**src/rtl/core/rmq_pkg.sv**
```systemverilog
// types and constants shared by the rotation matrix to quaternion pipeline
// no dependencies
`default_nettype none
package rmq_pkg;

  localparam int unsigned QW          = 16;     // field width, Q1.14
  localparam int unsigned NW          = 17;     // sum or difference of two elements
  localparam int unsigned SQRT_STAGES = 16;     // one root bit per stage
  localparam int unsigned DIV_STAGES  = 24;     // one quotient bit per stage
  localparam int unsigned QUO_W       = DIV_STAGES;
  localparam logic [QW-1:0] Q_ONE     = 16'd16384;

  // which component gets r/2
  typedef enum logic [1:0] {
    SEL_W = 2'd0,
    SEL_X = 2'd1,
    SEL_Y = 2'd2,
    SEL_Z = 2'd3
  } sel_e;

  typedef struct packed {
    sel_e                 sel;
    logic signed [NW-1:0] n0;
    logic signed [NW-1:0] n1;
    logic signed [NW-1:0] n2;
  } side_t;

endpackage
`default_nettype wire

```
**src/rtl/core/rmq_sqrt.sv**
```systemverilog
// pipelined integer square root, two radicand bits and one root bit per stage
// depends on rmq_pkg
`default_nettype none
module rmq_sqrt
  import rmq_pkg::*;
(
  input  wire logic        clk_i,
  input  wire logic        en_i,
  input  wire logic [31:0] rad_i,
  input  wire side_t       side_i,
  output logic      [15:0] root_o,
  output side_t            side_o
);

  logic [19:0] rem_q  [SQRT_STAGES];
  logic [15:0] root_q [SQRT_STAGES];
  logic [31:0] rad_q  [SQRT_STAGES];
  side_t       side_q [SQRT_STAGES];

  for (genvar k = 0; k < SQRT_STAGES; k++) begin : g_stage
    logic [19:0] rem_in, rem_s, trial;
    logic [15:0] root_in;
    logic [31:0] rad_in;
    side_t       side_in;

    if (k == 0) begin : g_first
      assign rem_in  = '0;
      assign root_in = '0;
      assign rad_in  = rad_i;
      assign side_in = side_i;
    end else begin : g_next
      assign rem_in  = rem_q[k-1];
      assign root_in = root_q[k-1];
      assign rad_in  = rad_q[k-1];
      assign side_in = side_q[k-1];
    end

    assign rem_s = {rem_in[17:0], rad_in[31:30]};
    assign trial = {2'b00, root_in, 2'b01};

    always_ff @(posedge clk_i) begin
      if (en_i) begin
        if (rem_s >= trial) begin
          rem_q[k]  <= rem_s - trial;
          root_q[k] <= {root_in[14:0], 1'b1};
        end else begin
          rem_q[k]  <= rem_s;
          root_q[k] <= {root_in[14:0], 1'b0};
        end
        rad_q[k]  <= {rad_in[29:0], 2'b00};
        side_q[k] <= side_in;
      end
    end
  end

  assign root_o = root_q[SQRT_STAGES-1];
  assign side_o = side_q[SQRT_STAGES-1];

endmodule
`default_nettype wire

```
**config.mk**
```make
export PLATFORM = sky130hd
export DESIGN_NAME = rmq_sqrt
export DESIGN_NICKNAME = d
export VERILOG_FILES = /design/src/rtl/core/rmq_pkg.sv /design/src/rtl/core/rmq_sqrt.sv
export SDC_FILE = /design/constraint.sdc
export NUM_CORES = 1
export LEC_CHECK = 0
export BUFFER_PORTS_ARGS = -buffer_cell sky130_fd_sc_hd__buf_2
export CELL_PAD_IN_SITES_DETAIL_PLACEMENT = 1
export CELL_PAD_IN_SITES_GLOBAL_PLACEMENT = 2
export CORE_MARGIN = 4
export CORE_UTILIZATION = 45
export CTS_BUF_LIST = sky130_fd_sc_hd__clkbuf_2
export CTS_CLUSTER_DIAMETER = 100
export CTS_CLUSTER_SIZE = 40
export DETAILED_ROUTE_END_ITERATION = 16
export PLACE_DENSITY = 0.86
export SLEW_MARGIN = 15
export SYNTH_ARGS = -nofsm -noshare
export SYNTH_HDL_FRONTEND = slang
export SYNTH_SLANG_ARGS = --single-unit
```
**constraint.sdc**
```tcl
create_clock -name clk_i -period 2.7 [get_ports clk_i]
set_clock_uncertainty 0.05 [all_clocks]
set_input_delay 0.135 -clock clk_i [delete_from_list [all_inputs] [get_ports clk_i]]
set_output_delay 0.135 -clock clk_i [all_outputs]
set_load 0.01 [all_outputs]
```
==> results.md <==
- Status: complete, but fails checks
- Failing checks: setup timing
- Clk Tree Root Cell: clkbuf_2
- Design Power: 41.2 mW
- Area of placed instances: 58,000 um2
- Netlist cell types: 77
- Clk slew on worst S/H paths: 0.65 ns
- Avg Synthesized Cell Area: 18.0 um2
- Top Ports: 156
- R2R Setup Slk: -0.05 ns
- CP endpoint: rem_q[0][97]
- Yosys reg bits: 1,474
- Ys Warns: 0
- DP Cell Count: 4,873
- Worst R2R Path Depth: 8
- Initial antenna violation count: 8
- Crit path launch type: flop
- Post-synth EDFFs: 1,473
- Area contributors post-synth: edfxtp_1 (82%), ha_1 (3.6%), xnor2_1 (1.6%), xor2_1 (1.5%), a21oi_1 (1.4%)
- Cell with the most instances after synthesis: edfxtp_1
- Unrepaired setup endpoints after global routing: yes
- Pleak: 22.6 nW
- Final Hold Viols: 0
- P_int: 31.2 mW
- Cell accounting for the most synthesized area: edfxtp_1
- Final setup margin: -0.0456 ns
- Drt pass-1 iters: 5
- Fin crit period: 2.75 ns
- Final instance area: 63,000 um2
- Post-place setup slack: -0.0704 ns
- Net Sw Power: 10.0 mW
- Number of I/O port buffers: 155
- Critical Path RT: 4.09 ns
- Max-cap violations: 0
- Synth async-reset ratio: 0%
- Largest net degree at the start of global routing: 172
- Die W: 355 um
- Max IR drop VDD: 653 uV
- GPL Wtd Cong: 0.815
- Worst hold path class: input pin to flop
- Via/cell ratio: 4.94
- Worst hold margin: 0.264 ns
- Met1 Use GR: 18.8%
- Worst setup EP type: flop
- Mapped Cells: 3,019
- DRT antenna net count: 0
- Busiest grt layer: met2
- Row cnt: 127
- Routed wire per std cell: 18.1 um
- Starting DRT DRC Count: 1,759
- Global Route met2 Usage: 27.4%
- Critical path peak fanout: 6
- Post-synthesis sequential area ratio: 81.6%
- Reg2Reg Capture Point: rem_q[0][97]
- Critical Path Source: rem_q[0][62]
- Overflow after GRT: 0
- Post-synth top area share: 81.6%
- Slew margin rel.: 42.4%
- Reg2reg start: rem_q[0][62]
- TritonCTS Buffers: 48
- # DRC: 0
- Layout area overhead: 16.2%
- Synthesized Nets: 3,260
- Die area: 126,000 um2
- CTS tree: yes
- Setup-failing EPs final: 6
- Starting Density: 45.2%
- CTS sink count: 1,474
- Power density cells: 653 nW/um2
- Via count: 26,200
- Die Ht: 355 um
- Htree depth: 2
- Layout cell share with drive strength beyond 1: 17.1%
- Skew-Pair Late Insertion Delay: 1.54 ns
- WL final: 95,800 um
- Synth cell count leaders: edfxtp_1 (1,473), inv_1 (177), nor2_1 (167), ha_1 (154), a21oi_1 (147)
- Final worst-path cycle share: 102%
- DP HPWL: 59,300 um
- Hold depth: 4
- Non-filler instance count after layout: 5,300
- Final setup TNS: -0.0858 ns
- Peak Freq: 0.364 GHz
- Core area: 120,000 um2
- Number of global-route vias before repair: 27,800
- Seq pwr share: 68.9%
- Mapped Area: 54,200 um2
- Top FF cell, synth: edfxtp_1
- Final net count: 3,901
- Gate power share: 12.8%
- Pins Over Slew Limit: 0
- Clk buf depth: 3
- Met3 usage: 2.11%
- CP arrival: 4.13 ns
- Worst-Margin Slew: 0.864 ns
- Total Routing Usage GR: 15.0%
- Clk pwr share: 18.2%
- Switch share: 24.3%
- Final core occ: 52.6%
- First-pass GRT wire length: 151,000 um
- CP Class: flop to flop
[sequential cells by signal, summed over array words and instances, names as in the netlist]
register / cells
root_q: 136
rem_q: 250
side_q: 848
rad_q: 240
[power by group through the flow]
stage	Combinational, mW	Clock, mW	Sequential (mW)
6_report	5.28	7.50	28.4
4_1_cts	4.84	7.95	28.3
2_1_floorplan	2.85	0	28.4
3_3_place_gp	4.26	0	28.7
3_5_place_dp	4.42	0	28.8
5_1_grt	5.88	8.80	28.6
[logic make-up after synthesis]
logic type | count (synthesis) | share of synthesized area (%)
buffers and inverters | 226 | 1.62
AND/OR/NAND/NOR | 557 | 5.17
AO/OA/AOI/OAI | 394 | 4.48
adder cells (fa/ha/maj) | 154 | 3.55
multiplexers | 23 | 0.475
XOR/XNOR | 191 | 3.09
flip-flops | 1474 | 81.6
[cell type report]
| type | instances | area (um2) |
|---|---|---|
| antenna | 8 | 20.0 |
| timing repair buffer | 638 | 5360 |
| sequential | 1474 | 44300 |
| multi-input combinational | 1320 | 10000 |
| tap | 1612 | 2020 |
| inverter | 178 | 669 |
| clock inverter | 21 | 407 |
| clock buffer | 49 | 245 |
| fill | 11200 | 56800 |
[how the worst min path moves through the flow]
stage                           from             to
final                     side_i[43]  side_q[0][43]
after floorplan             rad_i[0]    rad_q[0][0]
after global placement    side_i[10]  side_q[0][10]
after CTS                 side_i[20]  side_q[0][20]
after detailed placement    rad_i[0]    rad_q[0][0]
after global routing        rad_i[2]    rad_q[0][2]
[what timing repair did]
action,CTS,global route
gates cloned,1,2
hold buffers,264,0
endpoints found under the setup margin,61,157
setup buffers,22,61
pin swaps,11,53
hold endpoints to repair,1830,0
gates resized for setup,37,181
[layout by cell type, fill, tap and decap left out, drive strengths merged, types with 91 or more instances in the layout]
cell	synthesis	routed
o21ai	91	91
xor2	93	93
inv	177	186
ha	154	154
nand2	116	116
dlygate4sd3	0	263
buf	17	374
xnor2	98	98
nor2	167	167
a21oi	147	147
edfxtp	1473	1473
[critical path, stage by stage, from the launching register on]
cell      delay, ns
edfxtp_1       0.59
ha_4           0.32
and2_4         0.14
nand4_1        0.12
and4bb_1       0.25
and3_4         0.18
or4_4          0.63
nor3_4         0.22
xor2_1         0.15
[per-layer routing]
layer	vias to the layer above	share of wire, %
li1	12600	-
met2	333	53
met5	-	0.028
met1	13100	41
met4	4	2.2
met3	117	3.2
Note: power is estimated with default switching activity, not from simulation.
