**src/rtl/core/rmq_pkg.sv**
```systemverilog
// types and constants shared by the rotation matrix to quaternion pipeline
// no dependencies
`default_nettype none
package rmq_pkg;

  localparam int unsigned QW          = 16;     // field width, Q1.14
  localparam int unsigned NW          = 17;     // sum or difference of two elements
  localparam int unsigned SQRT_STAGES = 16;     // one root bit per stage
  localparam int unsigned DIV_STAGES  = 24;     // one quotient bit per stage
  localparam int unsigned QUO_W       = DIV_STAGES;
  localparam logic [QW-1:0] Q_ONE     = 16'd16384;

  // which component gets r/2
  typedef enum logic [1:0] {
    SEL_W = 2'd0,
    SEL_X = 2'd1,
    SEL_Y = 2'd2,
    SEL_Z = 2'd3
  } sel_e;

  typedef struct packed {
    sel_e                 sel;
    logic signed [NW-1:0] n0;
    logic signed [NW-1:0] n1;
    logic signed [NW-1:0] n2;
  } side_t;

endpackage
`default_nettype wire

```
**src/rtl/core/rmq_div.sv**
```systemverilog
// one divider lane: round(|num| * 2^14 / (2r)), one quotient bit per stage
// depends on rmq_pkg
`default_nettype none
module rmq_div
  import rmq_pkg::*;
(
  input  wire logic                 clk_i,
  input  wire logic                 en_i,
  input  wire logic signed [NW-1:0] num_i,
  input  wire logic        [15:0]   root_i,
  output logic             [QUO_W-1:0] quo_o,
  output logic                      neg_o
);

  logic [NW-1:0] mag;
  logic [31:0]   dvd;

  assign mag = num_i[NW-1] ? NW'(-num_i) : NW'(num_i);
  // rounding term r is half the divisor
  assign dvd = {1'b0, mag[16:0], 14'b0} + {16'b0, root_i};

  logic [17:0]      rem_q [DIV_STAGES];
  logic [16:0]      den_q [DIV_STAGES];
  logic [23:0]      low_q [DIV_STAGES];
  logic [QUO_W-1:0] quo_q [DIV_STAGES];
  logic             neg_q [DIV_STAGES];

  for (genvar k = 0; k < DIV_STAGES; k++) begin : g_stage
    logic [17:0]      rem_in, rem_s;
    logic [16:0]      den_in;
    logic [23:0]      low_in;
    logic [QUO_W-1:0] quo_in;
    logic             neg_in;

    if (k == 0) begin : g_first
      // top byte is always below the divisor (r >= 128)
      assign rem_in = {10'b0, dvd[31:24]};
      assign den_in = {root_i, 1'b0};
      assign low_in = dvd[23:0];
      assign quo_in = '0;
      assign neg_in = num_i[NW-1];
    end else begin : g_next
      assign rem_in = rem_q[k-1];
      assign den_in = den_q[k-1];
      assign low_in = low_q[k-1];
      assign quo_in = quo_q[k-1];
      assign neg_in = neg_q[k-1];
    end

    assign rem_s = {rem_in[16:0], low_in[23]};

    always_ff @(posedge clk_i) begin
      if (en_i) begin
        if (rem_s >= {1'b0, den_in}) begin
          rem_q[k] <= rem_s - {1'b0, den_in};
          quo_q[k] <= {quo_in[QUO_W-2:0], 1'b1};
        end else begin
          rem_q[k] <= rem_s;
          quo_q[k] <= {quo_in[QUO_W-2:0], 1'b0};
        end
        den_q[k] <= den_in;
        low_q[k] <= {low_in[22:0], 1'b0};
        neg_q[k] <= neg_in;
      end
    end
  end

  assign quo_o = quo_q[DIV_STAGES-1];
  assign neg_o = neg_q[DIV_STAGES-1];

endmodule
`default_nettype wire
```
**config.mk**
```make
export PLATFORM = sky130hd
export DESIGN_NAME = rmq_div
export DESIGN_NICKNAME = d
export VERILOG_FILES = /design/src/rtl/core/rmq_pkg.sv /design/src/rtl/core/rmq_div.sv
export SDC_FILE = /design/constraint.sdc
export NUM_CORES = 2
export LEC_CHECK = 0
export ABC_CLOCK_PERIOD_IN_PS = 5270
export BUFFER_PORTS_ARGS = -buffer_cell sky130_fd_sc_hd__clkbuf_2
export CAP_MARGIN = 20
export CELL_PAD_IN_SITES_DETAIL_PLACEMENT = 1
export CELL_PAD_IN_SITES_GLOBAL_PLACEMENT = 2
export CORE_MARGIN = 4
export CORE_UTILIZATION = 33
export CTS_CLUSTER_DIAMETER = 200
export DETAILED_ROUTE_END_ITERATION = 7
export PLACE_DENSITY = 0.6
export SLEW_MARGIN = 20
export SYNTH_ARGS = -nofsm -noshare
export SYNTH_HDL_FRONTEND = slang
export SYNTH_SLANG_ARGS = --single-unit
```
**constraint.sdc**
```tcl
create_clock -name clk_i -period 5.27 [get_ports clk_i]
set_clock_uncertainty 0.05 [all_clocks]
set_input_delay 0.2635 -clock clk_i [delete_from_list [all_inputs] [get_ports clk_i]]
set_output_delay 0.2635 -clock clk_i [all_outputs]
set_load 0.05 [all_outputs]
```
==> out/qor.csv <==
metric,value,unit
peak supply drop,0.230,mV
Seq cells post-synth,1128,
Die H,424,um
main flop type after synthesis,edfxtp_1,
Synth Area in Simple Gates,7.92,%
die width,424,um
total CTS buffers,137,
post-synth cell types,79,
WP data arrival,5.25,ns
pin count of the biggest net entering global routing,158,
clock root buffer,clkbuf_16,
static leakage,0.0250,uW
Clock power frac,25.7,%
Worst slew margin,29.0,%
Yosys top cell area share,59.2,%
WP data required,5.72,ns
worst r2r src,rem_q[2][8]$_DFFE_PP_,
initial antenna violation count,5,
status,completed,
Setup Buffers After CTS,0,
clock sink count,1128,
"CTS clk-pin slew, worst paths",0.06,ns
max-capacitance violation count,0,
Post-synth EDFFs,1127,
R2R cell count,10,
total negative slack,0,ns
HP Class,in2reg,
Setup WS pre-CTS,0.0370,ns
Int Power,24100,uW
count of pins over their slew limit,0,
combinational share of power,36.4,%
busiest grt layer,met2,
first-pass iteration count of the detailed router,4,
syn_nets,4915,
post-synthesis sequential area ratio,59.2,%
portion of netlist area occupied by mux cells,5.62,%
RSZ-0062 raised after global routing,no,
Slew @ Worst Pin,1.06,ns
layout cell share with drive strength beyond 1,12.2,%
FMAX,208,MHz
later-pin clock latency in the skew report,0.76,ns
IO Port Bufs,59,
main combinational cell family by area after synthesis,compound AO/OA/AOI/OAI gates,
part of the cycle the worst path needs,91.1,%
Mapped Avg Cell Area,12.8,um^2
synth top area cells,"edfxtp_1, ha_1, mux2_2, inv_1, xnor2_1",
total grt overflow,0,
"area leader, netlist",edfxtp_1,
Starting Density,33.3,%
core area,172000,um^2
crit path time final,4.80,ns
H-tree Lvls,4,
Critical R2R Capture,rem_q[2][30]$_DFFE_PP_,
Setup crit end kind,flip-flop,
Worst Setup EP,rem_q[0][7]$_DFFE_PP_,
Antenna Nets Post-Route,0,
clock buffer depth,3,
Final Hold Fails,0,
dpl hpwl,96.9,mm
Post-synth ARST share,0,%
synthesized cell area,57200,um^2
TritonCTS clock tree,done,
most common cell in the netlist,edfxtp_1,
total wire length,132,mm
M1 GR Usage,21.1,%
vias in the first global route,35400,
sw frac,33.1,%
final setup violation count,0,
1st-iter DRT viols,1873,
Commonest cells post-synth,"edfxtp_1, inv_1, ha_1",
post-synthesis compound-gate area fraction,10.3,%
Post-Synth XOR/XNOR Area,4.06,%
Post-Synthesis Cells,4478,
DR DRC count,0,
Ys Warns,0,
Top Ports,60,
number of cell rows,152,
Final Wtd Congestion,0.801,
Critical Path Start Type,input port,
synth-to-layout area growth,13.8,%
path type of the worst setup path,in2reg,
DR WL/cell,18.6,um
post-route setup slack,0.470,ns
Layout Nets,5086,
Sequential Power Share,37.9,%
P_sw,11900,uW
Tot GR Track Use,14.6,%
PD cells,554,nW/um^2
vias post-DR,34100,
global-route wire length before repair,207,mm
CP max FO,8,
met3 global-route usage,2.31,%
met2 GRT Util,22.9,%
Critical Path Start,num_i[0],
Vias per Instance,4.83,
R2R setup slack,1.25,ns
die footprint,180000,um^2
adder-cell share of the synthesized area,9.11,%
## power by group through the flow
| stage | Clock (uW) | Sequential (uW) | Combinational (uW) |
|---|---|---|---|
| 5_1_grt | 10100 | 13900 | 14800 |
| 6_report | 9290 | 13700 | 13100 |
| 2_1_floorplan | 0 | 13300 | 10200 |
| 3_5_place_dp | 0 | 13900 | 13100 |
| 3_3_place_gp | 0 | 13900 | 13000 |
| 4_1_cts | 9690 | 13800 | 13300 |
## through the flow
| stage | instances | util [%] | area, um^2 | hold slack (ns) | total power [uW] |
|---|---|---|---|---|---|
| 3_5_place_dp | 6796 | 35.1 | 60400 | 0.355 | 27100 |
| 4_1_cts | 7065 | 37.9 | 65100 | 0.0365 | 36700 |
| 2_1_floorplan | 4478 | - | 57200 | 0.312 | 23400 |
| 3_3_place_gp | 6796 | 35.1 | 60400 | 0.351 | 27000 |
| 5_1_grt | 7066 | 37.9 | 65100 | 0.0860 | 38800 |
| 6_report | 7066 | 37.9 | 65100 | 0.107 | 36100 |
## final cells by class
class	instances	area, um^2
multi-input combinational	2775	21200
sequential	1128	33900
antenna	1	2.50
inverter	483	1810
clock inverter	79	842
clock buffer	166	3580
fill	18200	107000
tap	2310	2890
timing repair buffer	124	916
## worst min path at each step
stage | depth (start not counted) | slack [ns] | startpoint | to
CTS | 3 | 0.04 | num_i[9] | rem_q[0][0]$_DFFE_PP_
floorplan | 0 | 0.31 | root_i[14] | den_q[0][15]$_DFFE_PP_
detailed placement | 0 | 0.36 | neg_q[1][7]$_DFFE_PP_ | neg_q[2][0]$_DFFE_PP_
finish | 3 | 0.11 | num_i[9] | rem_q[0][0]$_DFFE_PP_
global route | 3 | 0.09 | num_i[9] | rem_q[0][0]$_DFFE_PP_
global placement | 0 | 0.35 | quo_q[1][101]$_DFFE_PP_ | quo_q[1][126]$_DFFE_PP_
## repair_timing
item | 4_1_cts | 5_1_grt
hold buffers | 24 | 0
resized for setup | 0 | 1
endpoints found under the hold margin | 63 | 0
setup endpoints to repair | 0 | 7
## kinds of logic (layout without fill, tap and decap cells)
| family | after synthesis | in the layout |
|---|---|---|
| and+or+nand+nor | 899 | 899 |
| DFF | 1128 | 1128 |
| muxes | 291 | 291 |
| adders and majority gates | 402 | 402 |
| other | 1 | 2 |
| buffers and inverters | 575 | 852 |
| xor gates and xnor gates | 265 | 265 |
| AOI/OAI and AO/OA | 917 | 917 |
## placed cells by master, fill, tap and decap left out, types with 11 or more instances in the layout
cell,instances
clkbuf_2,58
a211oi_1,28
nand4_1,70
mux2_2,240
a21oi_1,261
clkbuf_16,139
o31ai_1,34
xor2_1,71
o211ai_1,33
and3_1,20
nand3_1,56
fa_1,24
and2_1,34
nor2_1,256
ha_1,378
buf_4,36
nand2b_1,59
xnor2_1,194
edfxtp_1,1127
a21o_1,52
o21bai_1,28
o21ai_0,211
o41ai_1,12
or3_1,34
mux2i_1,50
clkbuf_1,27
dlygate4sd3_1,24
nor4_1,20
inv_1,483
nor2b_1,71
nand2_1,161
nor3_1,58
a21boi_0,23
clkinv_2,11
clkinv_1,27
o31a_1,30
or2_2,15
bufinv_16,12
a31oi_1,27
o21a_1,97
## critical path, stage by stage
cell and delay, ns:
dlygate4sd3_1 0.53, clkbuf_2 0.16, inv_1 0.07, ha_1 0.24, or3b_2 0.56, o21ai_0 0.24
xor2_1 0.13, a2111o_1 0.43, nor3_1 0.29, o21ai_0 0.16, xor2_1 0.18, ha_1 0.39
or2_2 0.14, a21oi_1 0.06, a31oi_1 0.24, nand4_1 0.11, and3_1 0.17, nor4_1 0.14
or2_1 0.39, mux2_1 0.38
## registers in the layout (all words and copies together) (netlist names)
register  cells
low_q       274
quo_q       300
rem_q       391
neg_q        24
den_q       139
## per-layer routing
metal  share of wire (%)  vias to the layer above
met2                  45                      302
met5                   0                        -
met4                 1.7                        0
li1                    -                    16900
met3                 2.7                      171
met1                  51                    16800
Power figures use the tool's default switching activity.
